==> config.mk <==
export PLATFORM = sky130hd
export DESIGN_NAME = cam_phaser_cold_response_monitor
export DESIGN_NICKNAME = d
export VERILOG_FILES = /design/src/hw/rtl/cpcrm_pkg.sv /design/src/hw/rtl/cpcrm_div.sv /design/src/hw/rtl/cpcrm_ctrl.sv /design/src/hw/rtl/cpcrm_dp.sv /design/src/hw/rtl/cam_phaser_cold_response_monitor.sv
export SDC_FILE = /design/constraint.sdc
export NUM_CORES = 1
export LEC_CHECK = 0
export BUFFER_PORTS_ARGS = -buffer_cell sky130_fd_sc_hd__buf_2
export CORE_ASPECT_RATIO = 1.2
export CORE_MARGIN = 5
export CORE_UTILIZATION = 40
export DETAILED_ROUTE_END_ITERATION = 7
export HOLD_SLACK_MARGIN = 0.06
export SETUP_SLACK_MARGIN = 0.3
export SLEW_MARGIN = 25
export SYNTH_ARGS = -nofsm -noshare
export SYNTH_HDL_FRONTEND = slang
export SYNTH_SLANG_ARGS = --single-unit
==> constraint.sdc <==
create_clock -name clk -period 12 [get_ports clk]
set_input_delay 3 -clock clk [delete_from_list [all_inputs] [get_ports clk]]
set_output_delay 3 -clock clk [all_outputs]
set_load 0.005 [all_outputs]
==> src/hw/rtl/cpcrm_pkg.sv <==
package cpcrm_pkg;

    localparam int REQ_W      = 8;
    localparam int EST_W      = 16;
    localparam int SPEED_W    = 16;
    localparam int OIL_W      = 16;
    localparam int AMP_W      = 8;
    localparam int DELAY_W    = 8;
    localparam int PROD_W     = 15;
    localparam int REM_W      = 8;
    localparam int DIV_CNT_W  = $clog2(PROD_W);
    localparam int CFG_IDX_W  = 3;
    localparam int CFG_DATA_W = 16;
    localparam int IN_DATA_W  = 64;
    localparam int OUT_DATA_W = 16;
    localparam int NUM_STAGES = 3;
    localparam int FLAG_W     = 5;

    localparam logic [REQ_W-1:0]   ANGLE_BIAS  = 8'd128;
    localparam logic [PROD_W-1:0]  DELAY_SCALE = 15'd75;
    localparam logic [DELAY_W-1:0] DELAY_MAX   = 8'd255;
    localparam logic [13:0]        RND_HALF    = 14'd4;
    localparam logic [13:0]        CLAMP_POS   = 14'd127;
    localparam logic [13:0]        CLAMP_NEG   = 14'd128;

    typedef enum logic [CFG_IDX_W-1:0] {
        CFG_MIN_SPEED = 3'd0,
        CFG_MAX_OIL   = 3'd1,
        CFG_MIN_AMP   = 3'd2,
        CFG_GAIN      = 3'd3,
        CFG_OFFSET    = 3'd4,
        CFG_MAX_ERR   = 3'd5
    } cfg_idx_t;

    typedef enum logic [1:0] {
        ST_IDLE,
        ST_PREP,
        ST_DIV,
        ST_FIN
    } state_t;

    typedef struct packed {
        logic load;
        logic prep;
        logic finish;
    } cmd_t;

    typedef struct packed {
        logic div_last;
        logic out_free;
    } status_t;

endpackage

==> src/hw/rtl/cpcrm_div.sv <==
module cpcrm_div
    import cpcrm_pkg::*;
(
    input  logic              clk,
    input  logic              rst_n,
    input  logic              start,
    input  logic [PROD_W-1:0] dividend,
    input  logic [REM_W-1:0]  divisor,
    output logic              last,
    output logic [PROD_W-1:0] quotient
);

    logic                 busy_reg;
    logic [DIV_CNT_W-1:0] cnt_reg;
    logic [REM_W-1:0]     rem_reg;
    logic [PROD_W-1:0]    quo_reg;
    logic [REM_W-1:0]     dvs_reg;
    logic [REM_W:0]       trial;
    logic                 ge;

    assign trial    = {rem_reg, quo_reg[PROD_W-1]};
    assign ge       = trial >= {1'b0, dvs_reg};
    assign last     = busy_reg && (cnt_reg == DIV_CNT_W'(PROD_W - 1));
    assign quotient = quo_reg;

    always_ff @(posedge clk or negedge rst_n)
    begin
        if (!rst_n)
        begin
            busy_reg <= 1'b0;
            cnt_reg  <= '0;
        end
        else if (start)
        begin
            busy_reg <= 1'b1;
            cnt_reg  <= '0;
        end
        else if (busy_reg)
        begin
            cnt_reg <= cnt_reg + 1'b1;
            if (last)
            begin
                busy_reg <= 1'b0;
            end
        end
    end

    always_ff @(posedge clk)
    begin
        if (start)
        begin
            rem_reg <= '0;
            quo_reg <= dividend;
            dvs_reg <= divisor;
        end
        else if (busy_reg)
        begin
            rem_reg <= ge ? REM_W'(trial - {1'b0, dvs_reg}) : trial[REM_W-1:0];
            quo_reg <= {quo_reg[PROD_W-2:0], ge};
        end
    end

endmodule

==> src/hw/rtl/cpcrm_ctrl.sv <==
module cpcrm_ctrl
    import cpcrm_pkg::*;
(
    input  logic    clk,
    input  logic    rst_n,
    input  logic    s_tvalid,
    output logic    s_tready,
    input  status_t status,
    output cmd_t    cmd
);

    state_t state_reg;
    state_t state_next;

    always_ff @(posedge clk or negedge rst_n)
    begin
        if (!rst_n)
        begin
            state_reg <= ST_IDLE;
        end
        else
        begin
            state_reg <= state_next;
        end
    end

    always_comb
    begin
        state_next = state_reg;
        case (state_reg)
            ST_IDLE:
            begin
                if (s_tvalid)
                begin
                    state_next = ST_PREP;
                end
            end
            ST_PREP:
            begin
                state_next = ST_DIV;
            end
            ST_DIV:
            begin
                if (status.div_last)
                begin
                    state_next = ST_FIN;
                end
            end
            ST_FIN:
            begin
                if (status.out_free)
                begin
                    state_next = ST_IDLE;
                end
            end
            default:
            begin
                state_next = ST_IDLE;
            end
        endcase
    end

    always_comb
    begin
        s_tready   = 1'b0;
        cmd        = '0;
        case (state_reg)
            ST_IDLE:
            begin
                s_tready = 1'b1;
                cmd.load = s_tvalid;
            end
            ST_PREP:
            begin
                cmd.prep = 1'b1;
            end
            ST_DIV:
            begin
            end
            ST_FIN:
            begin
                cmd.finish = status.out_free;
            end
            default:
            begin
            end
        endcase
    end

endmodule

==> src/hw/rtl/cpcrm_dp.sv <==
module cpcrm_dp
    import cpcrm_pkg::*;
(
    input  logic                  clk,
    input  logic                  rst_n,
    input  logic [IN_DATA_W-1:0]  s_tdata,
    output logic                  m_tvalid,
    input  logic                  m_tready,
    output logic [OUT_DATA_W-1:0] m_tdata,
    input  logic                  cfg_we,
    input  logic [CFG_IDX_W-1:0]  cfg_index,
    input  logic [CFG_DATA_W-1:0] cfg_data,
    input  cmd_t                  cmd,
    output status_t               status
);

    // configuration
    logic [SPEED_W-1:0]        min_speed_reg;
    logic signed [OIL_W-1:0]   max_oil_reg;
    logic [AMP_W-1:0]          min_amp_reg;
    logic [REM_W-1:0]          gain_reg;
    logic [DELAY_W-1:0]        offset_reg;
    logic [AMP_W-1:0]          max_err_reg;

    // captured input
    logic [REQ_W-1:0]          req_in_reg;
    logic signed [EST_W-1:0]   est_in_reg;
    logic                      servo_in_reg;
    logic [SPEED_W-1:0]        speed_in_reg;
    logic signed [OIL_W-1:0]   oil_in_reg;
    logic                      inhibit_in_reg;

    // tracking state
    logic [REQ_W-1:0]          last_req_reg;
    logic                      last_step_reg;
    logic signed [REQ_W-1:0]   init_reg;
    logic signed [REQ_W-1:0]   init_next;
    logic                      last_armed_reg;
    logic [DELAY_W-1:0]        cnt_reg  [NUM_STAGES];
    logic [DELAY_W-1:0]        cnt_next [NUM_STAGES];
    logic [NUM_STAGES-1:0]     exp_reg;
    logic [NUM_STAGES-1:0]     exp_next;
    logic [NUM_STAGES-1:0]     flt_reg;
    logic [NUM_STAGES-1:0]     flt_next;
    logic [FLAG_W-1:0]         flags_reg;
    logic [FLAG_W-1:0]         flags_next;

    // per-item results
    logic                      active_reg;
    logic                      step_reg;
    logic [AMP_W-1:0]          amp_reg;
    logic                      rising_reg;
    logic                      afault_reg;

    logic                      m_tvalid_reg;
    logic [OUT_DATA_W-1:0]     m_tdata_reg;

    // prep logic
    logic                      changed;
    logic                      step;
    logic signed [REQ_W-1:0]   req_s;
    logic signed [REQ_W:0]     diff;
    logic [AMP_W-1:0]          amp;
    logic signed [OIL_W-1:0]   oil_div;
    logic                      active;
    logic                      armed;
    logic [EST_W:0]            est_abs;
    logic [13:0]               rnd;
    logic [13:0]               lim;
    logic [REQ_W-1:0]          rcl;
    logic signed [REQ_W:0]     rval;
    logic signed [REQ_W+1:0]   err;
    logic [REQ_W+1:0]          err_abs;
    logic                      afault;
    logic [PROD_W-1:0]         prod;

    // finish logic
    logic [PROD_W-1:0]         quotient;
    logic [PROD_W:0]           d1_sum;
    logic [DELAY_W:0]          d2_sum;
    logic [DELAY_W:0]          d3_sum;
    logic [DELAY_W-1:0]        delay [NUM_STAGES];
    logic                      div_last;

    always_ff @(posedge clk or negedge rst_n)
    begin
        if (!rst_n)
        begin
            min_speed_reg <= '0;
            max_oil_reg   <= '0;
            min_amp_reg   <= '0;
            gain_reg      <= '0;
            offset_reg    <= '0;
            max_err_reg   <= '0;
        end
        else if (cfg_we)
        begin
            case (cfg_index)
                CFG_MIN_SPEED: min_speed_reg <= cfg_data;
                CFG_MAX_OIL:   max_oil_reg   <= signed'(cfg_data);
                CFG_MIN_AMP:   min_amp_reg   <= cfg_data[AMP_W-1:0];
                CFG_GAIN:      gain_reg      <= cfg_data[REM_W-1:0];
                CFG_OFFSET:    offset_reg    <= cfg_data[DELAY_W-1:0];
                CFG_MAX_ERR:   max_err_reg   <= cfg_data[AMP_W-1:0];
                default:
                begin
                end
            endcase
        end
    end

    // tdata: req[7:0], est[23:8], servo[24], speed[40:25], oil[56:41], inhibit[57]
    always_ff @(posedge clk)
    begin
        if (cmd.load)
        begin
            req_in_reg     <= s_tdata[7:0];
            est_in_reg     <= signed'(s_tdata[23:8]);
            servo_in_reg   <= s_tdata[24];
            speed_in_reg   <= s_tdata[40:25];
            oil_in_reg     <= signed'(s_tdata[56:41]);
            inhibit_in_reg <= s_tdata[57];
        end
    end

    always_comb
    begin
        changed   = req_in_reg != last_req_reg;
        step      = changed && !last_step_reg;
        init_next = step ? signed'(last_req_reg ^ ANGLE_BIAS) : init_reg;
        req_s     = signed'(req_in_reg ^ ANGLE_BIAS);
        diff      = {init_next[REQ_W-1], init_next} - {req_s[REQ_W-1], req_s};
        amp       = diff[REQ_W] ? AMP_W'(-diff) : AMP_W'(diff);

        oil_div   = oil_in_reg[OIL_W-1] ? ((oil_in_reg + 16'sd3) >>> 2) : (oil_in_reg >>> 2);
        active    = servo_in_reg && (speed_in_reg > min_speed_reg) &&
                    (oil_div < max_oil_reg) && (amp > min_amp_reg) && !inhibit_in_reg;
        armed     = active && step;

        est_abs   = est_in_reg[EST_W-1] ? (EST_W+1)'(-{est_in_reg[EST_W-1], est_in_reg})
                                        : {1'b0, est_in_reg};
        rnd       = 14'((est_abs + (EST_W+1)'(RND_HALF)) >> 3);
        lim       = est_in_reg[EST_W-1] ? CLAMP_NEG : CLAMP_POS;
        rcl       = (rnd > lim) ? lim[REQ_W-1:0] : rnd[REQ_W-1:0];
        rval      = est_in_reg[EST_W-1] ? -signed'({1'b0, rcl}) : signed'({1'b0, rcl});
        err       = {rval[REQ_W], rval} - {{2{req_s[REQ_W-1]}}, req_s};
        err_abs   = err[REQ_W+1] ? (REQ_W+2)'(-err) : (REQ_W+2)'(err);
        afault    = err_abs > {2'b00, max_err_reg};

        prod      = PROD_W'(amp) * DELAY_SCALE;
    end

    always_ff @(posedge clk or negedge rst_n)
    begin
        if (!rst_n)
        begin
            last_req_reg   <= '0;
            last_step_reg  <= 1'b0;
            init_reg       <= '0;
            last_armed_reg <= 1'b0;
        end
        else if (cmd.prep)
        begin
            last_req_reg   <= req_in_reg;
            last_step_reg  <= changed;
            init_reg       <= init_next;
            last_armed_reg <= armed;
        end
    end

    always_ff @(posedge clk)
    begin
        if (cmd.prep)
        begin
            active_reg <= active;
            step_reg   <= step;
            amp_reg    <= amp;
            rising_reg <= armed && !last_armed_reg;
            afault_reg <= afault;
        end
    end

    cpcrm_div u_div (
        .clk      (clk),
        .rst_n    (rst_n),
        .start    (cmd.prep),
        .dividend (prod),
        .divisor  (gain_reg),
        .last     (div_last),
        .quotient (quotient)
    );

    always_comb
    begin
        d1_sum   = (PROD_W+1)'(quotient) + (PROD_W+1)'(offset_reg);
        if (gain_reg == '0)
        begin
            delay[0] = DELAY_MAX;
        end
        else
        begin
            delay[0] = (d1_sum > (PROD_W+1)'(DELAY_MAX)) ? DELAY_MAX : d1_sum[DELAY_W-1:0];
        end
        d2_sum   = {1'b0, offset_reg} + {1'b0, delay[0]};
        delay[1] = d2_sum[DELAY_W] ? DELAY_MAX : d2_sum[DELAY_W-1:0];
        d3_sum   = {1'b0, offset_reg} + {1'b0, delay[1]};
        delay[2] = d3_sum[DELAY_W] ? DELAY_MAX : d3_sum[DELAY_W-1:0];
    end

    always_comb
    begin
        for (int i = 0; i < NUM_STAGES; i++)
        begin
            cnt_next[i] = cnt_reg[i];
            exp_next[i] = exp_reg[i];
            flt_next[i] = flt_reg[i];
            if (active_reg && (rising_reg || (cnt_reg[i] != '0)))
            begin
                cnt_next[i] = rising_reg ? delay[i] : cnt_reg[i] - 1'b1;
                exp_next[i] = (cnt_next[i] == '0);
                if (exp_next[i] && !exp_reg[i])
                begin
                    flt_next[i] = afault_reg;
                end
            end
        end
        flags_next = flags_reg;
        if (active_reg)
        begin
            flags_next[0] = |flt_next;
            flags_next[1] = flt_next[0] && !flt_next[1] && !flt_next[2];
            flags_next[2] = flt_next[0] && flt_next[1] && !flt_next[2];
            flags_next[3] = flt_next[2];
            flags_next[4] = !flt_next[0] && flt_next[1] && !flt_next[2];
        end
    end

    always_ff @(posedge clk or negedge rst_n)
    begin
        if (!rst_n)
        begin
            for (int i = 0; i < NUM_STAGES; i++)
            begin
                cnt_reg[i] <= '0;
            end
            exp_reg   <= '0;
            flt_reg   <= '0;
            flags_reg <= '0;
        end
        else if (cmd.finish)
        begin
            for (int i = 0; i < NUM_STAGES; i++)
            begin
                cnt_reg[i] <= cnt_next[i];
            end
            exp_reg   <= exp_next;
            flt_reg   <= flt_next;
            flags_reg <= flags_next;
        end
    end

    always_ff @(posedge clk or negedge rst_n)
    begin
        if (!rst_n)
        begin
            m_tvalid_reg <= 1'b0;
        end
        else if (cmd.finish)
        begin
            m_tvalid_reg <= 1'b1;
        end
        else if (m_tready)
        begin
            m_tvalid_reg <= 1'b0;
        end
    end

    always_ff @(posedge clk)
    begin
        if (cmd.finish)
        begin
            m_tdata_reg <= {1'b0, flags_next, amp_reg, step_reg, active_reg};
        end
    end

    assign m_tvalid        = m_tvalid_reg;
    assign m_tdata         = m_tdata_reg;
    assign status.div_last = div_last;
    assign status.out_free = !m_tvalid_reg || m_tready;

endmodule

==> src/hw/rtl/cam_phaser_cold_response_monitor.sv <==
// Cold-temperature response monitor for an intake cam phaser.
// Input stream (s_*): one transfer per control tick with the requested and
// estimated cam angle, servo state, engine speed, oil temperature, inhibit.
// Output stream (m_*): one transfer per input tick with the activation flag,
// set-point step flag, step amplitude and the five fault class flags.
// Configuration: cfg_we writes cfg_data to the register at cfg_index
// (0 min speed, 1 max oil temp, 2 min amplitude, 3 gain, 4 offset,
// 5 max angle error); write only while no tick is in flight.
// One tick is handled at a time; s_tready returns high with the result.
// Each tick runs prep, the 15-step restoring divider for amp*75/gain, finish.
// A finished result sits in the output register while the next tick is
// accepted; if the receiver still stalls when that tick completes, the
// block holds it until the output register frees.
// Reset zeroes the configuration, tracking state, countdowns, faults and valid flag.
module cam_phaser_cold_response_monitor
    import cpcrm_pkg::*;
(
    input  logic                  clk,
    input  logic                  rst_n,
    input  logic                  s_tvalid,
    output logic                  s_tready,
    // req[7:0], est[23:8], servo[24], speed[40:25], oil[56:41], inhibit[57]
    input  logic [IN_DATA_W-1:0]  s_tdata,
    output logic                  m_tvalid,
    input  logic                  m_tready,
    // running[0], step[1], amp[9:2], any[10], slow1[11], slow2[12], range[13], cmd[14]
    output logic [OUT_DATA_W-1:0] m_tdata,
    input  logic                  cfg_we,
    input  logic [CFG_IDX_W-1:0]  cfg_index,
    input  logic [CFG_DATA_W-1:0] cfg_data
);

    cmd_t    cmd;
    status_t status;

    cpcrm_ctrl u_ctrl (
        .clk      (clk),
        .rst_n    (rst_n),
        .s_tvalid (s_tvalid),
        .s_tready (s_tready),
        .status   (status),
        .cmd      (cmd)
    );

    cpcrm_dp u_dp (
        .clk       (clk),
        .rst_n     (rst_n),
        .s_tdata   (s_tdata),
        .m_tvalid  (m_tvalid),
        .m_tready  (m_tready),
        .m_tdata   (m_tdata),
        .cfg_we    (cfg_we),
        .cfg_index (cfg_index),
        .cfg_data  (cfg_data),
        .cmd       (cmd),
        .status    (status)
    );

endmodule

# --- Word level (Yosys, flattened, before mapping) ---
# Cells that the tools add are included.
# Widths: inputs -> output; s select.
totals:
  in_bits: 88
  latch_bits: 0
  register_bits: 241
  out_inout_bits: 18
  ram_bits: 0
  elab_cells: 172
  rom_bits: 0
  mem_count: 0
op_classes:
  bitwise: 2
  div_mod_pow: 0
  magnitude_cmp: 7
  mul: 1
  shifts: 0
  addsub: 16
  n_reduce_logical: 56
  eq_ne: 13
  muxes: 40
ops:
  columns: ["cell", "n"]
  rows:
  - ["$mux 8", 12]
  - ["$logic_not 8->1", 4]
  - ["$mux 15", 2]
  - ["$reduce_bool 8->1", 3]
  - ["$sub 8x1->8 const B", 3]
  - ["$logic_and 1x1->1", 20]
  - ["$add 8x8->9", 2]
  - ["$reduce_and 2->1", 9]
  - ["$add 17x3->17 const B", 1]
  - ["$mux 17", 1]
  - ["$neg 17->17", 1]
  - ["$add 15x8->16", 1]
  - ["$add 16x3->16 const B", 1]
  - ["$gt 16x16->1", 1]
  - ["$gt 16x8->1 const B", 1]
  - ["$lt 16x16->1", 1]
  - ["$mux 16", 1]
  - ["$mul 8x7->15 const B", 1]
  - ["$mux 1", 15]
  - ["$gt 14x14->1", 1]
  - ["$gt 10x8->1", 1]
  - ["$logic_not 1->1", 10]
  - ["$mux 10", 1]
  - ["$neg 10->10", 1]
  - ["29 further kinds", 41]

# --- Logic depth before layout (Yosys ltp) ---
depth:
  ltp_word: 16
  mapped_depth: 47
  ltp_nobuf: 43

# --- Hierarchy ---
# Synthesis repeated with hierarchy kept, for this count alone.
hier_totals:
  cells_unflattened: 1578
  hier_area_um2: 15914.0
modules_own_cells:
  columns: ["mod", "seq_area_each_um2", "cells_each", "area_per_inst_um2", "instances"]
  rows:
  - ["cpcrm_dp", 5505.3, 1402, 13863.3, 1]
  - ["cpcrm_div", 975.9, 158, 1871.8, 1]
  - ["cpcrm_ctrl", 50.0, 18, 178.9, 1]

# --- Worst setup path after synthesis ---
# Ideal clock, no wire load.
synth_path:
  path_kind: "flip-flop to flip-flop"
  from: "reg u_dp.est_in_reg[15]"
  to: "reg u_dp.afault_reg (data pin)"
  stages_incl_launch_ff: 46
  period_less_slack_ns: 8.858
  setup_slack_ns: 3.142
  n_path_buf: 5
  arrival_time_ns: 8.591
  required_ns: 11.733
  setup_time_ns: 0.267
  path_cell_list: "edfxtp_1 -> buf_1 -> clkbuf_1 -> clkbuf_1 -> buf_2 -> o21ai_0 -> xnor2_1 -> ha_1 -> inv_1 -> maj3_1 -> a21oi_1 -> xnor2_1 -> ha_1 -> o21a_1 -> o21a_1 -> o21ai_0 -> a21oi_1 -> or4_4 -> [10 not listed] -> a21boi_0 -> o21ai_0 -> a21boi_0 -> o21ai_0 -> a21oi_1 -> o31ai_1 -> o21ai_0 -> ha_1 -> nor2b_1 -> o21a_1 -> o21a_1 -> o21a_1 -> o21ai_0 -> nand2b_1 -> a21oi_1 -> nor2b_1 -> o22ai_1 -> nand4_1"
synth_via:
  elab_chain_len: 11
  elab_cells_between_ends: 12
  classes_between: "add/sub (5); order compare (2); mux (5)"
synth_lines:
  columns: ["item", "line_no", "text"]
  rows:
  - ["start, declared", "cpcrm_dp.sv:27", "logic signed [EST_W-1:0] est_in_reg;"]
  - ["start signal, assigned", "cpcrm_dp.sv:118", "est_in_reg <= signed'(s_tdata[23:8]);"]
  - ["$neg 17->17", "cpcrm_dp.sv:140", "est_abs = est_in_reg[EST_W-1] ? (EST_W+1)'(-{est_in_reg[EST_W-1], est_in_reg})"]
  - ["$mux 17", "cpcrm_dp.sv:140", null]
  - ["$add 17x3->17", "cpcrm_dp.sv:142", "rnd = 14'((est_abs + (EST_W+1)'(RND_HALF)) >> 3);"]
  - ["$gt 14x14->1", "cpcrm_dp.sv:144", "rcl = (rnd > lim) ? lim[REQ_W-1:0] : rnd[REQ_W-1:0];"]
  - ["$mux 8", "cpcrm_dp.sv:144", null]
  - ["$neg 8->9", "cpcrm_dp.sv:145", "rval = est_in_reg[EST_W-1] ? -signed'({1'b0, rcl}) : signed'({1'b0, rcl});"]
  - ["$mux 9 *", "cpcrm_dp.sv:145", null]
  - ["$sub 9x8->10 *", "cpcrm_dp.sv:146", "err = {rval[REQ_W], rval} - {{2{req_s[REQ_W-1]}}, req_s};"]
  - ["$neg 10->10", "cpcrm_dp.sv:147", "err_abs = err[REQ_W+1] ? (REQ_W+2)'(-err) : (REQ_W+2)'(err);"]
  - ["$mux 10 *", "cpcrm_dp.sv:147", null]
  - ["$gt 10x8->1 *", "cpcrm_dp.sv:148", "afault = err_abs > {2'b00, max_err_reg};"]
  - ["named net u_dp.afault", "cpcrm_dp.sv:74", "logic afault;"]
  - ["end signal, assigned", "cpcrm_dp.sv:179", "afault_reg <= afault;"]
  - ["end, declared", "cpcrm_dp.sv:53", "logic afault_reg;"]
# Mark *: on every way through the listed nets, which the timed path passes. The rest lies on a longest branch.
# A chain may end at the register's enable or synchronous reset.

# --- Worst setup path in the final report ---
# Ends and elaborated chain as after synthesis.

==> results.yml <==
finish:
  drive_gt1_share_pct: 14.6
  nFillCells: 3672
  layout-area-overhead-vs-synth_pct: 13.0
  multiInputGateArea_um2: 8480
  mostFrequentLayoutCell: "ha_1"
  diodes: 0
  nNetsFinal: 1938
  area.sequential_um2: 6530
  final_cell_mix: "ha_1 (153), inv_1 (139), nand2_1 (136)"
  largest_reg_flops: 24
synthesis:
  yosysTopAreaCell: "edfxtp_1"
  synth_top_flop_cell: "dfrtp_1"
  synth_area_per_cell_um2: 9.91
  netlist_top_cells_area: "edfxtp_1 (21%), dfrtp_1 (20%), ha_1 (12%), mux2_2 (4.7%), o21ai_0 (3.5%)"
  synth_edf_count: 108
  ys_seq_area_share_pct: 41.6
  synth-warning-count: 0
  synth.distinct_cells: 85
  synth_cells: 1585
  synth_top_area_share_pct: 20.6
  async_reset_ff_share_pct: 51.9
  synth_seq_cells: 241
  synth.cell_area_um2: 15700
  synth_fp_nets: 1840
critical_path:
  crit_start: "u_dp.est_in_reg[15]$_DFFE_PP_"
  cp_slowest_cell: "o31ai_1"
  critPathCaptureType: "register"
  r2r-end: "u_dp.afault_reg$_DFFE_PP_"
  worstRegToRegCells: 42
  critPathRequiredTime_ps: 12290
  critPathMaxFanout: 46
  crit_type: "reg -> reg"
  r2r_slack_ps: 2460
  worstSetupStartpointType: "register"
  max_stage_delay_ps: 590
  crit_arrival_ps: 9820
  timing.rr.start: "u_dp.est_in_reg[15]$_DFFE_PP_"
clock_network:
  cts-root-buf: "clkbuf_16"
  hold_buffers: 0
  numCtsBuffers: 28
  clk_pin_slew_ps: 60
  cts_max_level: 1
  cts.sinks: 241
  ctsResizeCount: 0
  cts_setup_buffers: 0
  insertion_delay_ps: 580
  max-clock-path-buffers: 3
  tritoncts: "built"
timing:
  setup_violations: 0
  maxSlewHeadroom_pct: 35.2
  fin_hold_ws_ps: 422
  worstMarginPinSlew_ps: 972
  hold_viol_final: 0
  rsz0062_at_grt: "false"
  fmax_mhz: 105
  min_period_ps: 9540
  drv_slew: 0
  finalCritPeriodShare_pct: 79.5
  fin_setup_tns_ps: 0
  fin_worst_skew_ps: 39.9
  fin_ws_ps: 2460
routing:
  drt-pass1-iter-count: 4
  viasPerCell: 5.20
  postRouteAntennaNets: 0
  drt_wl_total_mm: 33.7
  post_drt_wl_per_cell_um: 15.1
  vias: 11600
  route.detailed.drc: 0
  dr.first_iter.drc_count: 484
floorplanning:
  pin_count: 106
  die_area_um2: 43400
  fp.dieH_um: 227
  core_area_um2: 38800
  initial_utilization_pct: 40.4
  num_rows: 79
  die_w_um: 191
global_route:
  grt_pass1_vias: 11600
  grt_antenna_before_repair: 0
  grt_start_max_net_pins: 80
  grt.total_usage_pct: 15.6
  grt_overflow: 0
  grt_pass1_wl_mm: 56.5
worst_hold_path:
  min_path_type: "reg -> reg"
  holdPathStages: 0
  hp-start: "u_dp.amp_reg[5]$_DFFE_PP_"
  min_to: "u_dp.m_tdata[7]$_DFFE_PP_"
placement:
  dp.final_hpwl_mm: 25.3
  pre_cts_ws_ps: 2500
  io_buffers: 98
  gp_congestion: 0.851
outcome:
  outcome: "finished, final reports clean"
run:
  maxCapViolations: 0
worst max-delay path by stage:
stage                                           end  slack, ps  cells past startpoint
after floorplan           u_dp.afault_reg$_DFFE_PP_       3140                     45
after global placement    u_dp.afault_reg$_DFFE_PP_       2650                     42
final                     u_dp.afault_reg$_DFFE_PP_       2460                     42
after CTS                 u_dp.afault_reg$_DFFE_PP_       2440                     42
after detailed placement  u_dp.afault_reg$_DFFE_PP_       2500                     42
after global routing      u_dp.afault_reg$_DFFE_PP_       1420                     43
stage by stage:
stage               instance area, um^2  util, %  std cells
floorplan                         15700        -       1585
global placement                  16800     43.2       2179
detailed placement                16800     43.2       2179
CTS                               17700     45.7       2231
global route                      17700     45.7       2231
finish                            17700     45.7       2231
worst max-delay path: cells and delay by family, from the launching register on:
family	cells	cell delay, ps
AOI/OAI and AO/OA	20	3860
xor gates and xnor gates	3	750
buffers and inverters	2	840
DFF	1	320
adders and majority gates	5	1470
and+or+nand+nor	12	1990
metal layers:
metal  global-route usage [%]  vias up  share of wire [%]
li1                         -     5875                  -
met1                     20.3     5499                 45
met2                     27.2      189                 48
met3                     2.39       47                4.2
met4                     4.26        0                2.2
met5                        0        -                  0
Yosys cell counts, types with 7 or more instances:
cell type,n
or3_1,11
o22ai_1,11
nor3_1,26
o21ai_0,110
o21a_1,19
o21bai_1,10
xnor2_1,57
ha_1,154
a211oi_1,19
mux2i_1,13
nand4_1,28
nand2_1,136
nor3b_1,7
mux2_2,66
nor2_1,113
clkbuf_1,36
a31oi_1,8
dfrtp_1,125
dfxtp_1,8
xor2_1,37
o31ai_1,11
edfxtp_1,108
inv_1,139
a21o_1,22
nand3_1,36
nand2b_1,35
a21oi_1,74
fa_1,13
nor2b_1,23
layout make-up:
cell class | count | share of cell area [%]
well taps | 526 | 3.71
flip-flops and latches | 241 | 36.8
clock inverters | 20 | 1.26
clock buffers | 32 | 4.09
inverters | 141 | 2.98
multi-input cells | 1159 | 47.8
repair buffers | 112 | 3.39
kinds of logic (layout without fill, tap and decap cells):
family,after synthesis,in the layout,share of synthesized area [%]
buffers and inverters,185,305,4.56
muxes,79,79,5.56
other,1,1,0.0239
xor gates and xnor gates,94,94,5.24
DFF,241,241,41.6
AOI/OAI and AO/OA,357,357,14.7
and+or+nand+nor,460,460,14.4
adders and majority gates,168,168,14.0
Power is not shown: default switching activity piles up to over one toggle a cycle in this logic, so the estimate is an artifact.
